### src/rtl/calu_pkg.sv
// Package for the eight-bit CPU arithmetic unit: operation codes, flag bit
// positions and the constants used by decimal adjust.
// No dependencies.
`default_nettype none

package calu_pkg;

    localparam int KIND_W = 5;
    localparam int WORD_W = 16;
    localparam int BYTE_W = 8;
    localparam int FLAG_W = 4;

    typedef enum logic [KIND_W-1:0] {
        KIND_ADD     = 5'd0,
        KIND_ADC     = 5'd1,
        KIND_SUB     = 5'd2,
        KIND_SBC     = 5'd3,
        KIND_AND     = 5'd4,
        KIND_OR      = 5'd5,
        KIND_XOR     = 5'd6,
        KIND_CP      = 5'd7,
        KIND_INC8    = 5'd8,
        KIND_DEC8    = 5'd9,
        KIND_RLCA    = 5'd10,
        KIND_RLA     = 5'd11,
        KIND_RRCA    = 5'd12,
        KIND_RRA     = 5'd13,
        KIND_DAA     = 5'd14,
        KIND_SCF     = 5'd15,
        KIND_CPL     = 5'd16,
        KIND_CCF     = 5'd17,
        KIND_ADD16   = 5'd18,
        KIND_SP_OFS  = 5'd19,
        KIND_INC16   = 5'd20,
        KIND_DEC16   = 5'd21
    } kind_t;

    localparam int FLAG_Z = 3;
    localparam int FLAG_N = 2;
    localparam int FLAG_H = 1;
    localparam int FLAG_C = 0;

    localparam logic [BYTE_W-1:0] DAA_LOW_FIX  = 8'h06;
    localparam logic [BYTE_W-1:0] DAA_HIGH_FIX = 8'h60;
    localparam logic [BYTE_W-1:0] DAA_LIMIT    = 8'h99;
    localparam logic [3:0]        BCD_MAX      = 4'h9;

endpackage

`default_nettype wire

### src/rtl/cpu_alu_with_flags_top.sv
// Top level of the eight-bit CPU arithmetic unit with Z/N/H/C flags.
// Depends on calu_pkg.
`default_nettype none

// The unit takes one beat per clock while s_axis_tready is high and returns
// one result beat for each input beat, after it has passed the input register
// and then the result register; each holds one beat, and all arithmetic is
// done in one pass of combinational logic between them. With the output side
// always ready the sustained rate is one beat per cycle; a stalled output fills
// both registers and then holds the input side off.
module cpu_alu_with_flags_top
    import calu_pkg::*;
(
    input  wire logic        clk,
    input  wire logic        rst_n,
    input  wire logic        s_axis_tvalid,
    output logic             s_axis_tready,
    // Fields from bit 0: operand_a[15:0], operand_b[31:16], flags_in[35:32], zero pad.
    input  wire logic [39:0] s_axis_tdata,
    // Fields from bit 0: kind[4:0].
    input  wire logic [4:0]  s_axis_tuser,
    output logic             m_axis_tvalid,
    input  wire logic        m_axis_tready,
    // Fields from bit 0: result_value[15:0], flags_out[19:16], zero pad.
    output logic [23:0]      m_axis_tdata
);

    logic                  in_valid_reg;
    logic [KIND_W-1:0]     kind_reg;
    logic [WORD_W-1:0]     opa_reg;
    logic [WORD_W-1:0]     opb_reg;
    logic [FLAG_W-1:0]     fin_reg;

    logic                  out_valid_reg;
    logic [WORD_W-1:0]     result_reg;
    logic [FLAG_W-1:0]     flags_reg;

    logic                  out_load;
    logic                  in_load;
    logic [WORD_W-1:0]     result_next;
    logic [FLAG_W-1:0]     flags_next;

    assign out_load      = in_valid_reg && (!out_valid_reg || m_axis_tready);
    assign s_axis_tready = !in_valid_reg || out_load;
    assign in_load       = s_axis_tvalid && s_axis_tready;

    always_ff @(posedge clk or negedge rst_n)
    begin
        if (!rst_n)
        begin
            in_valid_reg  <= 1'b0;
            out_valid_reg <= 1'b0;
        end
        else
        begin
            if (in_load)
            begin
                in_valid_reg <= 1'b1;
            end
            else if (out_load)
            begin
                in_valid_reg <= 1'b0;
            end
            if (out_load)
            begin
                out_valid_reg <= 1'b1;
            end
            else if (m_axis_tready)
            begin
                out_valid_reg <= 1'b0;
            end
        end
    end

    always_ff @(posedge clk)
    begin
        if (in_load)
        begin
            kind_reg <= s_axis_tuser;
            opa_reg  <= s_axis_tdata[15:0];
            opb_reg  <= s_axis_tdata[31:16];
            fin_reg  <= s_axis_tdata[35:32];
        end
        if (out_load)
        begin
            result_reg <= result_next;
            flags_reg  <= flags_next;
        end
    end

    logic [BYTE_W-1:0]   a8;
    logic [BYTE_W-1:0]   b8;
    logic                cin;
    logic                use_carry;
    logic [BYTE_W:0]     add9;
    logic [4:0]          add_half;
    logic [BYTE_W:0]     sub9;
    logic [4:0]          sub_half;
    logic [BYTE_W-1:0]   logic8;
    logic [BYTE_W-1:0]   inc8;
    logic [BYTE_W-1:0]   dec8;
    logic                daa_hi;
    logic                daa_lo;
    logic [BYTE_W-1:0]   daa_fix;
    logic [BYTE_W-1:0]   daa8;
    logic [WORD_W:0]     add17;
    logic [12:0]         add_half16;
    logic [WORD_W-1:0]   ofs16;
    logic [BYTE_W-1:0]   r8;

    assign a8        = opa_reg[7:0];
    assign b8        = opb_reg[7:0];
    assign cin       = fin_reg[FLAG_C];
    assign use_carry = ((kind_reg == KIND_ADC) || (kind_reg == KIND_SBC)) && cin;

    assign add9     = {1'b0, a8} + {1'b0, b8} + {8'd0, use_carry};
    assign add_half = {1'b0, a8[3:0]} + {1'b0, b8[3:0]} + {4'd0, use_carry};
    assign sub9     = {1'b0, a8} - {1'b0, b8} - {8'd0, use_carry};
    assign sub_half = {1'b0, a8[3:0]} - {1'b0, b8[3:0]} - {4'd0, use_carry};
    assign inc8     = a8 + 8'd1;
    assign dec8     = a8 - 8'd1;

    assign daa_hi  = fin_reg[FLAG_N] ? cin : (cin || (a8 > DAA_LIMIT));
    assign daa_lo  = fin_reg[FLAG_N] ? fin_reg[FLAG_H]
                                     : (fin_reg[FLAG_H] || (a8[3:0] > BCD_MAX));
    assign daa_fix = (daa_hi ? DAA_HIGH_FIX : 8'h00) | (daa_lo ? DAA_LOW_FIX : 8'h00);
    assign daa8    = fin_reg[FLAG_N] ? (a8 - daa_fix) : (a8 + daa_fix);

    assign add17      = {1'b0, opa_reg} + {1'b0, opb_reg};
    assign add_half16 = {1'b0, opa_reg[11:0]} + {1'b0, opb_reg[11:0]};
    assign ofs16      = opa_reg + {{BYTE_W{b8[7]}}, b8};

    always_comb
    begin
        case (kind_reg)
            KIND_AND: logic8 = a8 & b8;
            KIND_OR:  logic8 = a8 | b8;
            default:  logic8 = a8 ^ b8;
        endcase
    end

    always_comb
    begin
        result_next = opa_reg;
        flags_next  = fin_reg;
        r8          = 8'h00;
        case (kind_reg)
            KIND_ADD, KIND_ADC:
            begin
                r8          = add9[7:0];
                result_next = {8'h00, r8};
                flags_next  = {r8 == 8'h00, 1'b0, add_half[4], add9[8]};
            end
            KIND_SUB, KIND_SBC, KIND_CP:
            begin
                r8          = sub9[7:0];
                result_next = (kind_reg == KIND_CP) ? {8'h00, a8} : {8'h00, r8};
                flags_next  = {r8 == 8'h00, 1'b1, sub_half[4], sub9[8]};
            end
            KIND_AND, KIND_OR, KIND_XOR:
            begin
                r8          = logic8;
                result_next = {8'h00, r8};
                flags_next  = {r8 == 8'h00, 1'b0, kind_reg == KIND_AND, 1'b0};
            end
            KIND_INC8:
            begin
                r8          = inc8;
                result_next = {8'h00, r8};
                flags_next  = {r8 == 8'h00, 1'b0, a8[3:0] == 4'hF, cin};
            end
            KIND_DEC8:
            begin
                r8          = dec8;
                result_next = {8'h00, r8};
                flags_next  = {r8 == 8'h00, 1'b1, a8[3:0] == 4'h0, cin};
            end
            KIND_RLCA:
            begin
                result_next = {8'h00, a8[6:0], a8[7]};
                flags_next  = {3'b000, a8[7]};
            end
            KIND_RLA:
            begin
                result_next = {8'h00, a8[6:0], cin};
                flags_next  = {3'b000, a8[7]};
            end
            KIND_RRCA:
            begin
                result_next = {8'h00, a8[0], a8[7:1]};
                flags_next  = {3'b000, a8[0]};
            end
            KIND_RRA:
            begin
                result_next = {8'h00, cin, a8[7:1]};
                flags_next  = {3'b000, a8[0]};
            end
            KIND_DAA:
            begin
                r8          = daa8;
                result_next = {8'h00, r8};
                flags_next  = {r8 == 8'h00, fin_reg[FLAG_N], 1'b0,
                               fin_reg[FLAG_N] ? cin : (cin || daa_hi)};
            end
            KIND_SCF:
            begin
                result_next = {8'h00, a8};
                flags_next  = {fin_reg[FLAG_Z], 3'b001};
            end
            KIND_CPL:
            begin
                result_next = {8'h00, ~a8};
                flags_next  = {fin_reg[FLAG_Z], 2'b11, cin};
            end
            KIND_CCF:
            begin
                result_next = {8'h00, a8};
                flags_next  = {fin_reg[FLAG_Z], 2'b00, !cin};
            end
            KIND_ADD16:
            begin
                result_next = add17[15:0];
                flags_next  = {fin_reg[FLAG_Z], 1'b0, add_half16[12], add17[16]};
            end
            KIND_SP_OFS:
            begin
                result_next = ofs16;
                flags_next  = {2'b00, add_half[4], add9[8]};
            end
            KIND_INC16:
            begin
                result_next = opa_reg + 16'd1;
            end
            KIND_DEC16:
            begin
                result_next = opa_reg - 16'd1;
            end
            default:
            begin
                result_next = opa_reg;
                flags_next  = fin_reg;
            end
        endcase
    end

    assign m_axis_tvalid = out_valid_reg;
    assign m_axis_tdata  = {4'h0, flags_reg, result_reg};

`ifndef SYNTHESIS
    a_result_held_on_stall: assert property (
        @(posedge clk) disable iff (!rst_n)
        out_valid_reg && !m_axis_tready |=> out_valid_reg && $stable(result_reg)
            && $stable(flags_reg))
        else $error("result beat changed or dropped while stalled");

    a_no_accept_when_full: assert property (
        @(posedge clk) disable iff (!rst_n)
        in_valid_reg && out_valid_reg && !m_axis_tready |-> !s_axis_tready)
        else $error("input beat accepted with both registers full");

    a_input_moves_forward: assert property (
        @(posedge clk) disable iff (!rst_n)
        in_valid_reg && (!out_valid_reg || m_axis_tready) |=> out_valid_reg)
        else $error("held input beat did not reach the result register");

    a_input_kept_on_stall: assert property (
        @(posedge clk) disable iff (!rst_n)
        in_valid_reg && !out_load |=> in_valid_reg && $stable(kind_reg)
            && $stable(opa_reg))
        else $error("input register lost a beat while blocked");
`endif

endmodule

`default_nettype wire
### config.mk
export PLATFORM = sky130hd
export DESIGN_NAME = cpu_alu_with_flags_top
export DESIGN_NICKNAME = d
export VERILOG_FILES = /design/src/rtl/calu_pkg.sv /design/src/rtl/cpu_alu_with_flags_top.sv
export SDC_FILE = /design/constraint.sdc
export NUM_CORES = 1
export LEC_CHECK = 0
export ABC_AREA = 0
export ABC_CLOCK_PERIOD_IN_PS = 8400
export BUFFER_PORTS_ARGS = -buffer_cell sky130_fd_sc_hd__clkbuf_2
export CORE_MARGIN = 3
export CORE_UTILIZATION = 50
export CTS_CLUSTER_SIZE = 40
export DETAILED_ROUTE_END_ITERATION = 8
export HOLD_SLACK_MARGIN = 0.02
export PLACE_DENSITY = 0.71
export SLEW_MARGIN = 20
export SYNTH_ARGS = -nofsm -noshare
export SYNTH_HDL_FRONTEND = slang
export SYNTH_SLANG_ARGS = --single-unit
### constraint.sdc
create_clock -name clk -period 8.4 [get_ports clk]
set_clock_uncertainty 0.1 [all_clocks]
set_input_delay 0.84 -clock clk [delete_from_list [all_inputs] [get_ports clk]]
set_output_delay 0.84 -clock clk [all_outputs]
set_load 0.05 [all_outputs]
==> impl_metrics.env <==
export IMPL_dpl_hpwl_mm=17.5
export IMPL_grt_max_degree=42
export IMPL_crit_slowest_cell="a2111oi_0"
export IMPL_worstMarginPinSlew_ns=1.07
export IMPL_path_cells="inv_1 -> ha_1 -> nor2_1 -> o21ai_0 -> nor2_1 -> nor3_1 -> nor3_1 -> nor2_1 -> ha_1 -> inv_1 -> mux2i_1 -> ha_1 -> o21a_1 -> or3_1 -> a2111oi_0 -> a211oi_1 -> o41ai_1"
export IMPL_top_level_ports=75
export IMPL_combPwrFrac_pct=38.0
export IMPL_gp_congestion=0.997
export IMPL_status="complete, no violations"
export IMPL_num_vias=6670
export IMPL_syn_area_per_cell_um2=8.42
export IMPL_rsz0062_at_grt="false"
export IMPL_io_buffers=66
export IMPL_drv_slew=0
export IMPL_fmax_ghz=0.182
export IMPL_powerDensity_nw_per_um2=170
export IMPL_fillerInstances=1181
export IMPL_cts_buffers_inserted=9
export IMPL_peakVddDrop_v=0.000123
export IMPL_layout_drive_gt1_share_pct=13.2
export IMPL_power_leakage_nw=3.07
export IMPL_design_core_area_um2=12900
export IMPL_slew_limit_headroom_pct=27.0
export IMPL_path_delay_family="compound AO/OA/AOI/OAI gates"
export IMPL_clockPowerShare_pct=30.5
export IMPL_cp_num_buf_inv=2
export IMPL_cts_buffer_depth=2
export IMPL_cts_htree_levels=3
export IMPL_num_antenna_cells=0
export IMPL_worst_ep_arrival_time_ns=5.55
export IMPL_cts_tree="built"
export IMPL_cts_sinks=63
export IMPL_clk_pin_slew_ns=0.06
export IMPL_setup_tns_final_ns=0
export IMPL_wirelength_mm=23.9
export IMPL_grt_ovfl_total=0
export IMPL_root_buffer="clkbuf_16"
export IMPL_drv_cap=0
export IMPL_cts_setup_buffers=0
export IMPL_critPathMaxFanout=20
export IMPL_path_class="flip-flop to flip-flop"
export IMPL_syn_inst=798
export IMPL_hold_viol_final=0
export IMPL_period_share_pct=65.5
export IMPL_dieArea_um2=14900
export IMPL_synth_seq_area_share_pct=28.0
export IMPL_ant_nets=0
export IMPL_cp_startpoint="opa_reg[1]$_DFFE_PP_"
export IMPL_synth_seq_cells=63
export IMPL_cpPeakStageDelay_ns=0.96
export IMPL_finalSetupViolCount=0
export IMPL_p_switching_mw=0.489
export IMPL_holdCritPathClass="input pin to async pin"
export IMPL_crit_reg2reg_launch="opa_reg[1]$_DFFE_PP_"
export IMPL_hold_buffers=0
export IMPL_rows=41
export IMPL_layout_nets=966
export IMPL_route_detailed_drc=0
export IMPL_initial_utilization_pct=52.2
export IMPL_synth_edff_count=61
export IMPL_track_usage_pct=31.9
export IMPL_antenna_found_initial=0
export IMPL_power_mw=1.26
export IMPL_period_needed_ns=5.50
export IMPL_viasPerCell=6.55
export IMPL_syn2layout_area_growth_pct=10.9
export IMPL_ys_flop_type="edfxtp_1"
export IMPL_die_w_um=122
export IMPL_ff2ff_setup_slack_ns=2.90
export IMPL_grt_pass1_vias=6351
export IMPL_yosys_warnings=0
export IMPL_netlist_area_um2=6720
export IMPL_fp_dieH_um=122
export IMPL_power_frac_seq_pct=31.4
export IMPL_synthArstFlopShare_pct=3.17
export IMPL_cts_resized=0
export IMPL_crit_path_end_kind="flip-flop"
export IMPL_startpoint_type="flip-flop"
export IMPL_ys_types=74
export IMPL_clock_latency_ns=0.36
export IMPL_critPathRequiredTime_ns=8.45
export IMPL_first_iter_violations=935
export IMPL_p_int_mw=0.774
export IMPL_wl_per_cell_um=23.4
export IMPL_firstDrtPassIters=6
export IMPL_grt_pass1_wl_mm=35.5
export IMPL_netSwitchingFraction_pct=38.7
[placed cells by master, fill, tap and decap left out, types with 5 or more instances in the layout]
cell type,Yosys,final
a211oi_1,5,5
a22oi_1,12,12
o211ai_1,9,9
and2_1,9,7
clkbuf_2,0,66
a21oi_1,72,72
o221ai_1,7,7
or3_1,9,9
o21a_1,10,10
clkbuf_16,0,9
o21ai_0,60,60
nor2_1,60,60
a21o_1,14,14
and3_1,11,11
inv_1,41,41
nor3_1,21,21
nand2b_1,14,14
o21bai_1,6,6
xnor2_1,30,30
buf_4,4,12
ha_1,69,69
nand2_1,60,60
fa_1,6,6
xor2_1,14,14
a221oi_1,13,13
a221o_1,5,5
nor2b_1,13,13
mux2i_1,5,5
a2111oi_0,6,6
nand3_1,29,29
or4_1,5,5
a31oi_1,5,5
edfxtp_1,61,61
[cell usage after synthesis, types with 14 or more instances]
master	number	share of area (%)
xor2_1	14	1.8
nand2b_1	14	1.3
inv_1	41	2.3
nand3_1	29	2.2
o21ai_0	60	4.5
nor2_1	60	3.4
a21o_1	14	1.6
clkbuf_1	29	1.6
edfxtp_1	61	27
xnor2_1	30	3.9
a21oi_1	72	5.4
ha_1	69	13
nand2_1	60	3.4
nor3_1	21	1.6
[routing by layer]
layer	track usage, %	up-vias	routed length [µm]
li1	-	3055	-
met4	11.5	0	794
met5	0	-	0
met3	8.12	70	2790
met2	48.5	426	10400
met1	43.9	3119	9850
[cell type report]
| type | instances | area, µm² | share of cell area (%) |
|---|---|---|---|
| clock buffer | 9 | 225 | 3.02 |
| clock inverter | 7 | 72.6 | 0.974 |
| inverter | 43 | 161 | 2.17 |
| multi-input combinational | 647 | 4470 | 60.0 |
| sequential | 63 | 1880 | 25.3 |
| tap | 172 | 215 | 2.89 |
| timing repair buffer | 78 | 420 | 5.64 |
[stage by stage]
stage,area (µm²),hold slack (ns),setup slack [ns],util [%],instances
after floorplan,6730,0.349,4.45,-,801
after global placement,7150,0.361,3.22,55.5,1003
after detailed placement,7150,0.378,3.06,55.5,1003
after CTS,7450,0.158,3.02,57.8,1019
after global routing,7450,0.161,2.67,57.9,1019
final,7450,0.159,2.90,57.9,1019
[power groups by stage]
stage / logic, mW / registers [mW] / clock network [mW]
after floorplan: 0.304 / 0.437 / 0
after global placement: 0.453 / 0.402 / 0
after detailed placement: 0.464 / 0.403 / 0
after CTS: 0.467 / 0.397 / 0.388
after global routing: 0.518 / 0.399 / 0.400
final: 0.480 / 0.397 / 0.385
[cell families after synthesis]
| logic type | after synthesis | synth area share [%] |
|---|---|---|
| compound gates | 261 | 25.5 |
| xor+xnor | 44 | 5.74 |
| fa+ha+maj | 75 | 14.6 |
| buf+inv | 91 | 5.68 |
| flops | 63 | 28.0 |
| mux | 8 | 1.25 |
| other cells | 1 | 0.0558 |
| simple gates | 255 | 19.1 |
[final timing paths]
kind,endpoint,cells after the start
max,flags_reg[3]$_DFFE_PP_,17
min,m_axis_tvalid$_DFFE_PN0P_,1
max reg2reg,flags_reg[3]$_DFFE_PP_,17
min reg2reg,m_axis_tvalid$_DFFE_PN0P_,1
max in group asynchronous,in_valid_reg$_DFFE_PN0P_,1
min in group clk,m_axis_tvalid$_DFFE_PN0P_,1
Power figures use the tool's default switching activity.
